### src/skrt_pkg.sv
// Shared types and codes for the sorted keyed record table.
`default_nettype none

package skrt_pkg;

   localparam int KEY_W = 32;
   localparam int PAY_W = 8;
   localparam int CNT_W = 7;

   localparam logic [2:0] MODE_INSERT = 3'd0;
   localparam logic [2:0] MODE_LOOKUP = 3'd1;
   localparam logic [2:0] MODE_UPDATE = 3'd2;
   localparam logic [2:0] MODE_DELETE = 3'd3;
   localparam logic [2:0] MODE_LIST   = 3'd4;

   localparam logic [2:0] STAT_OK       = 3'd0;
   localparam logic [2:0] STAT_FULL     = 3'd1;
   localparam logic [2:0] STAT_DUP      = 3'd2;
   localparam logic [2:0] STAT_NOTFOUND = 3'd3;
   localparam logic [2:0] STAT_EMPTY    = 3'd4;

   typedef struct packed {
      logic [2:0]              mode;
      logic signed [KEY_W-1:0] key;
      logic [PAY_W-1:0]        payload;
   } req_type;

   typedef struct packed {
      logic [2:0]              status;
      logic signed [KEY_W-1:0] rec_key;
      logic [PAY_W-1:0]        rec_payload;
      logic [CNT_W-1:0]        entry_count;
      logic                    last;
   } rsp_type;

   typedef struct packed {
      logic signed [KEY_W-1:0] key;
      logic [PAY_W-1:0]        payload;
   } rec_type;

   typedef struct packed {
      logic eq;
      logic lt;
   } cmp_type;

endpackage

`default_nettype wire

### src/skrt_keycmp.sv
// Signed key compare unit shared by every scan of the table.
`default_nettype none

module skrt_keycmp (
   input  wire logic signed [skrt_pkg::KEY_W-1:0] stored_key,
   input  wire logic signed [skrt_pkg::KEY_W-1:0] probe_key,
   output skrt_pkg::cmp_type                      cmp
);

   // lt: stored entry sorts below the probe
   always_comb begin
      cmp.eq = (stored_key == probe_key);
      cmp.lt = (stored_key < probe_key);
   end

endmodule

`default_nettype wire

### src/skrt_mem.sv
// Record store: one write port, one read port with registered read data.
`default_nettype none

module skrt_mem #(
   parameter int DEPTH = 64,
   parameter int AW    = 6
) (
   input  wire logic              clock,
   input  wire logic              wr_en,
   input  wire logic [AW-1:0]     wr_addr,
   input  wire skrt_pkg::rec_type wr_data,
   input  wire logic              rd_en,
   input  wire logic [AW-1:0]     rd_addr,
   output skrt_pkg::rec_type      rd_data
);

   skrt_pkg::rec_type mem_ff [DEPTH];
   skrt_pkg::rec_type rd_data_ff;

   always_ff @(posedge clock) begin
      if (wr_en) begin
         mem_ff[wr_addr] <= wr_data;
      end
      if (rd_en) begin
         rd_data_ff <= mem_ff[rd_addr];
      end
   end

   assign rd_data = rd_data_ff;

endmodule

`default_nettype wire

### src/sorted_keyed_record_table_unit.sv
// Top level of the sorted keyed record table: sequencer, record store and key compare.
// Sequencing: full or empty rejects answer in the cycle after start; other requests scan
//   one entry a cycle, and insert and delete then shift entries through the single-read-port
//   store before the result is issued.
// List: results stream one a cycle.
// Throughput: one request at a time; busy stays high until the last result is issued.
// Reset (synchronous, active high) empties the table; the store itself is not cleared.
`default_nettype none

module sorted_keyed_record_table_unit #(
   parameter int DEPTH = 64
) (
   input  wire logic              clock,
   input  wire logic              reset,
   input  wire logic              start,
   output logic                   busy,
   input  wire skrt_pkg::req_type req_data,
   output logic                   rsp_strobe,
   output skrt_pkg::rsp_type      rsp_data
);

   localparam int AW = (DEPTH > 1) ? $clog2(DEPTH) : 1;
   localparam int CW = $clog2(DEPTH + 1);
   localparam logic [CW-1:0] ONE      = CW'(1);
   localparam logic [CW-1:0] ZERO     = CW'(0);
   localparam logic [CW-1:0] FULL_CNT = CW'(DEPTH);

   // sequencer states
   localparam logic [1:0] S_IDLE  = 2'd0;
   localparam logic [1:0] S_SCAN  = 2'd1;
   localparam logic [1:0] S_SHIFT = 2'd2;
   localparam logic [1:0] S_LIST  = 2'd3;

   logic [1:0]        state_ff, state_in;
   logic [CW-1:0]     cnt_ff, cnt_in;       // records held
   skrt_pkg::req_type req_ff, req_in;       // request word being served
   logic [CW-1:0]     idx_ff, idx_in;       // next read index / shift destination
   logic              pend_ff, pend_in;     // a read was issued last cycle
   logic [CW-1:0]     pend_idx_ff, pend_idx_in;
   logic [CW-1:0]     pos_ff, pos_in;       // slot found by the scan
   skrt_pkg::rec_type fnd_ff, fnd_in;       // record removed by delete
   logic              rsp_strobe_ff, rsp_strobe_in;
   skrt_pkg::rsp_type rsp_ff, rsp_in;

   logic              wr_en, rd_en;
   logic [AW-1:0]     wr_addr, rd_addr;
   skrt_pkg::rec_type wr_data, rd_data;
   skrt_pkg::cmp_type cmp;

   logic              accept, issue, stop, ins;
   logic [CW-1:0]     hit_pos, src_idx;
   logic [CW+skrt_pkg::CNT_W-1:0] cnt_wide;

   skrt_mem #(
      .DEPTH (DEPTH),
      .AW    (AW)
   ) u_mem (
      .clock   (clock),
      .wr_en   (wr_en),
      .wr_addr (wr_addr),
      .wr_data (wr_data),
      .rd_en   (rd_en),
      .rd_addr (rd_addr),
      .rd_data (rd_data)
   );

   skrt_keycmp u_cmp (
      .stored_key (rd_data.key),
      .probe_key  (req_ff.key),
      .cmp        (cmp)
   );

   assign busy   = (state_ff != S_IDLE);
   assign accept = start && !busy;
   assign ins    = (req_ff.mode == skrt_pkg::MODE_INSERT);

   // shift direction: insert moves entries up, delete moves them down
   assign src_idx = ins ? (idx_ff - ONE) : (idx_ff + ONE);

   always_comb begin
      state_in      = state_ff;
      cnt_in        = cnt_ff;
      req_in        = req_ff;
      idx_in        = idx_ff;
      pend_in       = 1'b0;
      pend_idx_in   = idx_ff;
      pos_in        = pos_ff;
      fnd_in        = fnd_ff;
      rsp_strobe_in = 1'b0;
      rsp_in        = '0;
      rsp_in.last   = 1'b1;
      wr_en         = 1'b0;
      wr_addr       = pend_idx_ff[AW-1:0];
      wr_data       = rd_data;
      rd_en         = 1'b0;
      rd_addr       = idx_ff[AW-1:0];
      issue         = 1'b0;
      stop          = 1'b0;
      hit_pos       = cnt_ff;

      case (state_ff)
         S_IDLE: begin
            if (accept) begin
               req_in = req_data;
               idx_in = ZERO;
               if (req_data.mode == skrt_pkg::MODE_INSERT && cnt_ff == FULL_CNT) begin
                  rsp_strobe_in = 1'b1;
                  rsp_in.status = skrt_pkg::STAT_FULL;
               end else if (req_data.mode inside {skrt_pkg::MODE_LOOKUP,
                                                  skrt_pkg::MODE_UPDATE,
                                                  skrt_pkg::MODE_DELETE,
                                                  skrt_pkg::MODE_LIST}
                            && cnt_ff == ZERO) begin
                  rsp_strobe_in = 1'b1;
                  rsp_in.status = skrt_pkg::STAT_EMPTY;
               end else if (req_data.mode == skrt_pkg::MODE_LIST) begin
                  state_in = S_LIST;
               end else if (req_data.mode inside {skrt_pkg::MODE_INSERT,
                                                  skrt_pkg::MODE_LOOKUP,
                                                  skrt_pkg::MODE_UPDATE,
                                                  skrt_pkg::MODE_DELETE}) begin
                  state_in = S_SCAN;
               end
               // unused mode codes are dropped without a result
            end
         end

         S_SCAN: begin
            // read one entry a cycle, compare it the cycle after
            issue       = (idx_ff < cnt_ff);
            rd_en       = issue;
            pend_in     = issue;
            pend_idx_in = idx_ff;
            if (issue) begin
               idx_in = idx_ff + ONE;
            end
            stop    = pend_ff && !cmp.lt;
            hit_pos = stop ? pend_idx_ff : cnt_ff;
            if (stop || (!pend_ff && !issue)) begin
               pend_in  = 1'b0;
               pos_in   = hit_pos;
               state_in = S_IDLE;
               if (ins) begin
                  if (stop && cmp.eq) begin
                     rsp_strobe_in = 1'b1;
                     rsp_in.status = skrt_pkg::STAT_DUP;
                  end else begin
                     idx_in   = cnt_ff;
                     state_in = S_SHIFT;
                  end
               end else if (!(stop && cmp.eq)) begin
                  rsp_strobe_in = 1'b1;
                  rsp_in.status = skrt_pkg::STAT_NOTFOUND;
               end else begin
                  case (req_ff.mode)
                     skrt_pkg::MODE_LOOKUP: begin
                        rsp_strobe_in      = 1'b1;
                        rsp_in.status      = skrt_pkg::STAT_OK;
                        rsp_in.rec_key     = rd_data.key;
                        rsp_in.rec_payload = rd_data.payload;
                     end
                     skrt_pkg::MODE_UPDATE: begin
                        wr_en              = 1'b1;
                        wr_addr            = hit_pos[AW-1:0];
                        wr_data.key        = rd_data.key;
                        wr_data.payload    = req_ff.payload;
                        rsp_strobe_in      = 1'b1;
                        rsp_in.status      = skrt_pkg::STAT_OK;
                        rsp_in.rec_key     = rd_data.key;
                        rsp_in.rec_payload = req_ff.payload;
                     end
                     default: begin
                        // delete: keep the record, then close the gap
                        fnd_in   = rd_data;
                        idx_in   = hit_pos;
                        state_in = S_SHIFT;
                     end
                  endcase
               end
            end
         end

         S_SHIFT: begin
            // read source this cycle, write it to its destination next cycle
            issue       = ins ? (idx_ff > pos_ff) : ((idx_ff + ONE) < cnt_ff);
            rd_en       = issue;
            rd_addr     = src_idx[AW-1:0];
            pend_in     = issue;
            pend_idx_in = idx_ff;
            if (issue) begin
               idx_in = src_idx;
            end
            if (pend_ff) begin
               wr_en   = 1'b1;
               wr_addr = pend_idx_ff[AW-1:0];
               wr_data = rd_data;
            end else if (!issue) begin
               state_in      = S_IDLE;
               rsp_strobe_in = 1'b1;
               rsp_in.status = skrt_pkg::STAT_OK;
               if (ins) begin
                  wr_en              = 1'b1;
                  wr_addr            = pos_ff[AW-1:0];
                  wr_data.key        = req_ff.key;
                  wr_data.payload    = req_ff.payload;
                  cnt_in             = cnt_ff + ONE;
                  rsp_in.rec_key     = req_ff.key;
                  rsp_in.rec_payload = req_ff.payload;
               end else begin
                  cnt_in             = cnt_ff - ONE;
                  rsp_in.rec_key     = fnd_ff.key;
                  rsp_in.rec_payload = fnd_ff.payload;
               end
            end
         end

         S_LIST: begin
            issue       = (idx_ff < cnt_ff);
            rd_en       = issue;
            pend_in     = issue;
            pend_idx_in = idx_ff;
            if (issue) begin
               idx_in = idx_ff + ONE;
            end
            if (pend_ff) begin
               rsp_strobe_in      = 1'b1;
               rsp_in.status      = skrt_pkg::STAT_OK;
               rsp_in.rec_key     = rd_data.key;
               rsp_in.rec_payload = rd_data.payload;
               rsp_in.last        = ((pend_idx_ff + ONE) == cnt_ff);
               if (rsp_in.last) begin
                  state_in = S_IDLE;
                  pend_in  = 1'b0;
               end
            end
         end

         default: begin
            state_in = S_IDLE;
         end
      endcase

      // count after this step, fitted to the result field
      cnt_wide           = {{skrt_pkg::CNT_W{1'b0}}, cnt_in};
      rsp_in.entry_count = cnt_wide[skrt_pkg::CNT_W-1:0];
   end

   always_ff @(posedge clock) begin
      if (reset) begin
         state_ff      <= S_IDLE;
         cnt_ff        <= ZERO;
         pend_ff       <= 1'b0;
         rsp_strobe_ff <= 1'b0;
      end else begin
         state_ff      <= state_in;
         cnt_ff        <= cnt_in;
         pend_ff       <= pend_in;
         rsp_strobe_ff <= rsp_strobe_in;
      end
      req_ff      <= req_in;
      idx_ff      <= idx_in;
      pend_idx_ff <= pend_idx_in;
      pos_ff      <= pos_in;
      fnd_ff      <= fnd_in;
      rsp_ff      <= rsp_in;
   end

   assign rsp_strobe = rsp_strobe_ff;
   assign rsp_data   = rsp_ff;

endmodule

`default_nettype wire

### config.mk
export PLATFORM = sky130hd
export DESIGN_NAME = sorted_keyed_record_table_unit
export DESIGN_NICKNAME = d
export VERILOG_FILES = /design/src/skrt_pkg.sv /design/src/skrt_keycmp.sv /design/src/skrt_mem.sv /design/src/sorted_keyed_record_table_unit.sv
export SDC_FILE = /design/constraint.sdc
export NUM_CORES = 2
export LEC_CHECK = 0
export BUFFER_PORTS_ARGS = -buffer_cell sky130_fd_sc_hd__buf_2
export CORE_MARGIN = 3
export CORE_UTILIZATION = 50
export CTS_BUF_LIST = sky130_fd_sc_hd__clkbuf_2 sky130_fd_sc_hd__clkbuf_4 sky130_fd_sc_hd__clkbuf_8
export CTS_CLUSTER_DIAMETER = 30
export DETAILED_ROUTE_END_ITERATION = 8
export GPL_TIMING_DRIVEN = 0
export PLACE_DENSITY_LB_ADDON = 0.1
export RECOVER_POWER = 25
export REMOVE_ABC_BUFFERS = 1
export SLEW_MARGIN = 15
export SYNTH_ARGS = -nofsm -noshare
export SYNTH_HDL_FRONTEND = slang
export SYNTH_HIERARCHICAL = 1
export SYNTH_SLANG_ARGS = --single-unit
### constraint.sdc
create_clock -name clock -period 7.4 [get_ports clock]
set_input_delay 0.74 -clock clock [delete_from_list [all_inputs] [get_ports clock]]
set_output_delay 0.74 -clock clock [all_outputs]
set_load 0.02 [all_outputs]
* After elaboration in Yosys (flattened, before gate mapping)
Memories as Yosys holds them, arrays and structs flattened. A register that Yosys moved wholly into a read port is not among the register bits.
Index checks and enable logic that the tools add are counted.
** Word-level totals
- Flip-flop bits (word level) :: 166
- Bits in latches :: 0
- Bits in writable memories :: 2560
- Bits in read-only memories :: 0
- Input port bits :: 46
- Output and inout bits :: 53
- Word-level logic and storage cells :: 168
- Memories kept :: 1
** Memories
- u_mem.mem_ff :: words 64, width 40, rd ports 1, clocked after Yosys merged registers in 1, write ports 1, line skrt_mem.sv:17 : skrt_pkg::rec_type mem_ff [DEPTH];
** Operators by class
- $add $sub $neg :: 5
- $mul :: 0
- Div/mod/pow operators :: 0
- Order comparisons :: 4
- Equal/unequal tests :: 22
- Shift-type cells :: 0
- Muxes and demuxes :: 91
- Bitwise gates (word level) :: 2
- Reduce and logical (&&, ||, !) cells :: 26
** Operators by type and width (number)
- 2-to-1 mux 40 bit :: 9
- one-hot mux 40 bit (2 select lines) :: 2
- one-hot mux 40 bit (3 select lines) :: 1
- 2-to-1 mux 7 bit :: 14
- 2-to-1 mux 6 bit :: 8
- 2-to-1 mux 43 bit :: 1
- 2-to-1 mux 2 bit :: 17
- == test 32 bit :: 1
- < comparator 32 bit :: 1
- 2-to-1 mux 8 bit :: 4
- one-hot mux 7 bit (4 select lines) :: 1
- 2-to-1 mux 1 bit :: 24
- adder 7 x 1 -> 7 bit (second input constant) :: 3
- inequality test 2 bit (second input constant) :: 9
- < comparator 7 bit :: 2
- subtractor 7 x 1 -> 7 bit (second input constant) :: 2
- one-hot mux 3 bit (4 select lines) :: 1
- one-hot mux 6 bit (2 select lines) :: 1
- == test 3 x 2 -> 1 bit (second input constant) :: 3
- 2-to-1 mux 3 bit :: 3
- AND reduction 9 bit :: 1
- one-hot mux 2 bit (4 select lines) :: 1
- AND reduction 2 bit :: 4
- nonzero test 4 bit :: 2
- 21 further kinds :: 35

* Logic depth before layout (Yosys ltp)
- Depth after elaboration :: 10
- Mapped depth :: 18
- Depth with buffers taken out :: 15

* Modules after synthesis
Netlist, hierarchy kept.
** By module, submodules not included
- skrt_mem :: instances 1, cells each 4263, area an instance 98360.6 sq um, sequential area each 78074.9 sq um
- sorted_keyed_record_table_unit :: instances 1, cells each 815, area an instance 8294.2 sq um, sequential area each 4294.1 sq um
- skrt_keycmp :: instances 1, cells each 113, area an instance 820.8 sq um, sequential area each 0.0 sq um

* Worst setup path before layout
Ideal clock, no wire load.
- Kind :: register to register
- From :: register u_mem/rd_data[22] (netlist name)
- To :: memory u_mem/mem_ff[28][0] (netlist name), enable pin
- Arrival :: 5.438 ns
- Required time :: 6.962 ns
- Setup slack :: 1.524 ns
- Stages on the path, launching flop included :: 18
- Period minus slack after synthesis :: 5.876 ns
- Cell sequence :: edfxtp_1 > ha_1 > a21oi_2 > nand2_1 > a221o_1 > o31a_1 > o22ai_2 > and2b_1 > clkbuf_1 > nand2_1 > o21ai_0 > and3_1 > a221o_1 > clkbuf_1 > or3b_2 > or2_2 > clkbuf_1 > nor2_1
** RTL lines (line)
- end: declaration :: skrt_mem.sv:17

==> flow_metrics.env <==
export IMPL_status="finished with violations"
export IMPL_violations="capacitance limit, slew limit"
export IMPL_yosys_warnings=6
export IMPL_grt_pass1_wl_um=447000
export IMPL_cp_arrival_ns=7.91
export IMPL_leakage_nw=42.5
export IMPL_synthSimpleGateAreaFrac_pct=2.69
export IMPL_cp_required_ns=7.97
export IMPL_drt_pre_antenna_iters=5
export IMPL_clk_latency_ns=1.08
export IMPL_synth_mux_area_share_pct=13.6
export IMPL_clock_sinks=2766
export IMPL_coreArea_mm2=0.213
export IMPL_wl_per_cell_um=34.6
export IMPL_synth_top_family_by_area="multiplexers"
export IMPL_dp_cells=8176
export IMPL_worst_slew_pin_slew_ns=3.10
export IMPL_die_h_um=470
export IMPL_drtIter0Drc=7421
export IMPL_drive_above_1_share_pct=32.4
export IMPL_vias_per_cell=6.32
export IMPL_crit_type="reg -> reg"
export IMPL_hold_class="in -> reg"
export IMPL_cts_root_buf="clkbuf_8"
export IMPL_grt_ovfl_total=0
export IMPL_power_internal_mw=37.5
export IMPL_cp_top_family="simple AND/OR/NAND/NOR gates"
export IMPL_ir_drop_mv=0.245
export IMPL_ant_nets=0
export IMPL_clk_pin_slew_ns=0.05
export IMPL_pin_count=99
export IMPL_grt_setup_unrepaired="false"
export IMPL_antenna_found_initial=9
export IMPL_track_usage_pct=28.8
export IMPL_wl_um=319000
export IMPL_min_period_over_period_pct=99.2
export IMPL_crit_buf_inv=3
export IMPL_die_width_um=470
export IMPL_htreeDepth=6
export IMPL_clock_path_buffers=4
export IMPL_synthXorXnorAreaFrac_pct=0.300
export IMPL_initial_core_util_pct=50.5
export IMPL_synthAdderAreaFrac_pct=0.775
export IMPL_cts_tree="built"
export IMPL_period_needed_ns=7.34
export IMPL_synthMostInstantiatedCell="edfxtp_1"
export IMPL_seq_area_frac_synth_pct=76.6
export IMPL_swShare_pct=32.0
export IMPL_cp_start_kind="flip-flop"
export IMPL_cap_violations=3
export IMPL_die_area_mm2=0.221
export IMPL_ys_flop_type="edfxtp_1"
export IMPL_rows=169
export IMPL_grt_pass1_vias=59100
export IMPL_endpoint_kind="flip-flop"
export IMPL_max_slew_margin_rel_pct=-106
export IMPL_reg2reg_slack_ns=0.06
export IMPL_numCtsBuffers=570
export IMPL_finish_utilization_pct=61.7
export IMPL_synth_seq_cells=2766
export IMPL_hold_violations=0
export IMPL_dp_hpwl_um=211000
export IMPL_syn_area_mm2=0.107
export IMPL_vias=58300
export IMPL_setup_viol=0
export IMPL_synth_top_cell_by_area="edfxtp_1"
export IMPL_grt_max_degree=65
export IMPL_switchingPower_mw=17.7
export IMPL_fin_total_pwr_mw=55.2
export IMPL_area_delta_synth_final_pct=22.3
export IMPL_ys_types=84
export IMPL_async_reset_ff_share_pct=0
export IMPL_fin_cells=9224
export IMPL_syn_avg_cell_area_um2=20.7
export IMPL_fmax_mhz=136
export IMPL_power_frac_seq_pct=35.5
export IMPL_fill_cells=14800
export IMPL_slowest_delay_ns=1.73
export IMPL_pwr_share_clk_pct=30.3
export IMPL_place_gp_congestion=0.821
export IMPL_synth_area_top_cells="edfxtp_1 75%, mux4_2 13%, dfxtp_1 1.3%, o22ai_1 0.94%, nand2_1 0.88%"
export IMPL_drv_slew=85
export IMPL_clock_skew_ns=0.0669
export IMPL_synth_top_area_share_pct=75.4
export IMPL_crit_fanout=40
export IMPL_postSynthCellCount=5191
export IMPL_synth_commonest_cells="2697 x edfxtp_1, 602 x mux4_2, 252 x nand2_1"
export IMPL_p_comb_share_pct=34.2
export IMPL_fin_nets=6086
export IMPL_power_density_mw_per_mm2=420
export IMPL_critical_path_slowest_cell="nand3_1"
export IMPL_synth_compound_area_share_pct=4.24
export IMPL_drc=0
export IMPL_port_buffers=98
export IMPL_path_cells="nor3_1 > buf_8 > inv_4 > or3_1 > o21ai_0 > nand2_4 > nand2_1 > nand3_1 > a22o_1 > clkbuf_2"
export IMPL_synth_edf_count=2697
[per-layer routing]
metal / up-vias / global-route usage [%] / wire length, µm
met5: - / 0 / 13
met4: 2 / 11.5 / 12700
met3: 670 / 7.62 / 31500
met2: 3172 / 44.0 / 149000
met1: 31000 / 40.0 / 126000
li1: 23500 / - / -
[flip-flops by register name, indices dropped and copies added, names as in the netlist, 40 cells and up]
| signal | count |
|---|---|
| fnd_ff | 40 |
| req_ff | 43 |
| rsp_data | 51 |
| u_mem/mem_ff | 2560 |
| u_mem/rd_data | 40 |
[path summary, 6_finish.rpt]
check                   start                    to  cells after the start
max                req_ff[41]  u_mem/mem_ff[62][34]                     10
min                     start           state_ff[0]                      4
max reg2reg        req_ff[41]  u_mem/mem_ff[62][34]                     10
min reg2reg  u_mem/rd_data[6]             fnd_ff[6]                      0
[cells in the final DEF (no fill, tap or decap), types with 71 or more instances in the layout]
| cell type | synthesis | final |
|---|---|---|
| mux2i_1 | 79 | 79 |
| buf_12 | 0 | 116 |
| clkinv_2 | 0 | 80 |
| o22ai_1 | 162 | 162 |
| clkbuf_1 | 114 | 73 |
| nor2_1 | 151 | 85 |
| mux4_2 | 602 | 602 |
| clkbuf_8 | 0 | 588 |
| a21oi_1 | 70 | 71 |
| buf_16 | 0 | 209 |
| nand2_1 | 252 | 246 |
| edfxtp_1 | 2697 | 2697 |
| clkinv_1 | 0 | 102 |
| clkbuf_4 | 1 | 103 |
[stage by stage]
stage	setup WS, ns	setup TNS, ns	cell area, µm²	hold WS, ns
3_5_place_dp	0.193	0	119000	0.467
5_1_grt	0.00519	0	131000	0.256
4_1_cts	0.134	0	132000	0.187
3_3_place_gp	-124.68	-	110000	0.470
2_1_floorplan	-54.81	-1956.20	106000	0.424
6_report	0.0574	0	131000	0.318
[area by class of cell]
type	count	area, µm²	share of cell area, %
Inverter	66	258	0.196
Sequential cell	2766	82400	62.6
Timing Repair Buffer	513	9400	7.15
Antenna cell	6	15.0	0.0114
Clock inverter	306	3100	2.36
Multi-Input combinational cell	2057	24000	18.2
Tap cell	2821	3530	2.68
Clock buffer	689	8850	6.73
[tightest hold or removal path: cells and delay by family]
family | cells | cell delay, ns
simple gates | 1 | 0.10
compound gates | 1 | 0.24
mux | 1 | 0.08
buf+inv | 1 | 0.14
[cells by family after synthesis]
group	count (synthesis)
fa+ha+maj	66
simple gates	615
xor+xnor	36
flops	2766
buf+inv	368
mux	704
compound gates	636
[power groups by stage]
stage	sequential (mW)	clock, mW	combinational [mW]
floorplan	19.8	0	8.66
global placement	20.0	0	10.8
detailed placement	19.9	0	18.9
CTS	19.6	17.0	18.9
global route	19.6	17.8	19.9
finish	19.6	16.7	18.9
[what timing repair did]
| action | in CTS | in global routing |
|---|---|---|
| setup buffers | 0 | 3 |
| resized for setup | 0 | 1 |
| setup endpoints to repair | 0 | 100 |
| hold endpoints to repair | 51 | 0 |
| hold buffers | 44 | 0 |
No activity file was read; power rests on OpenSTA's default activity.
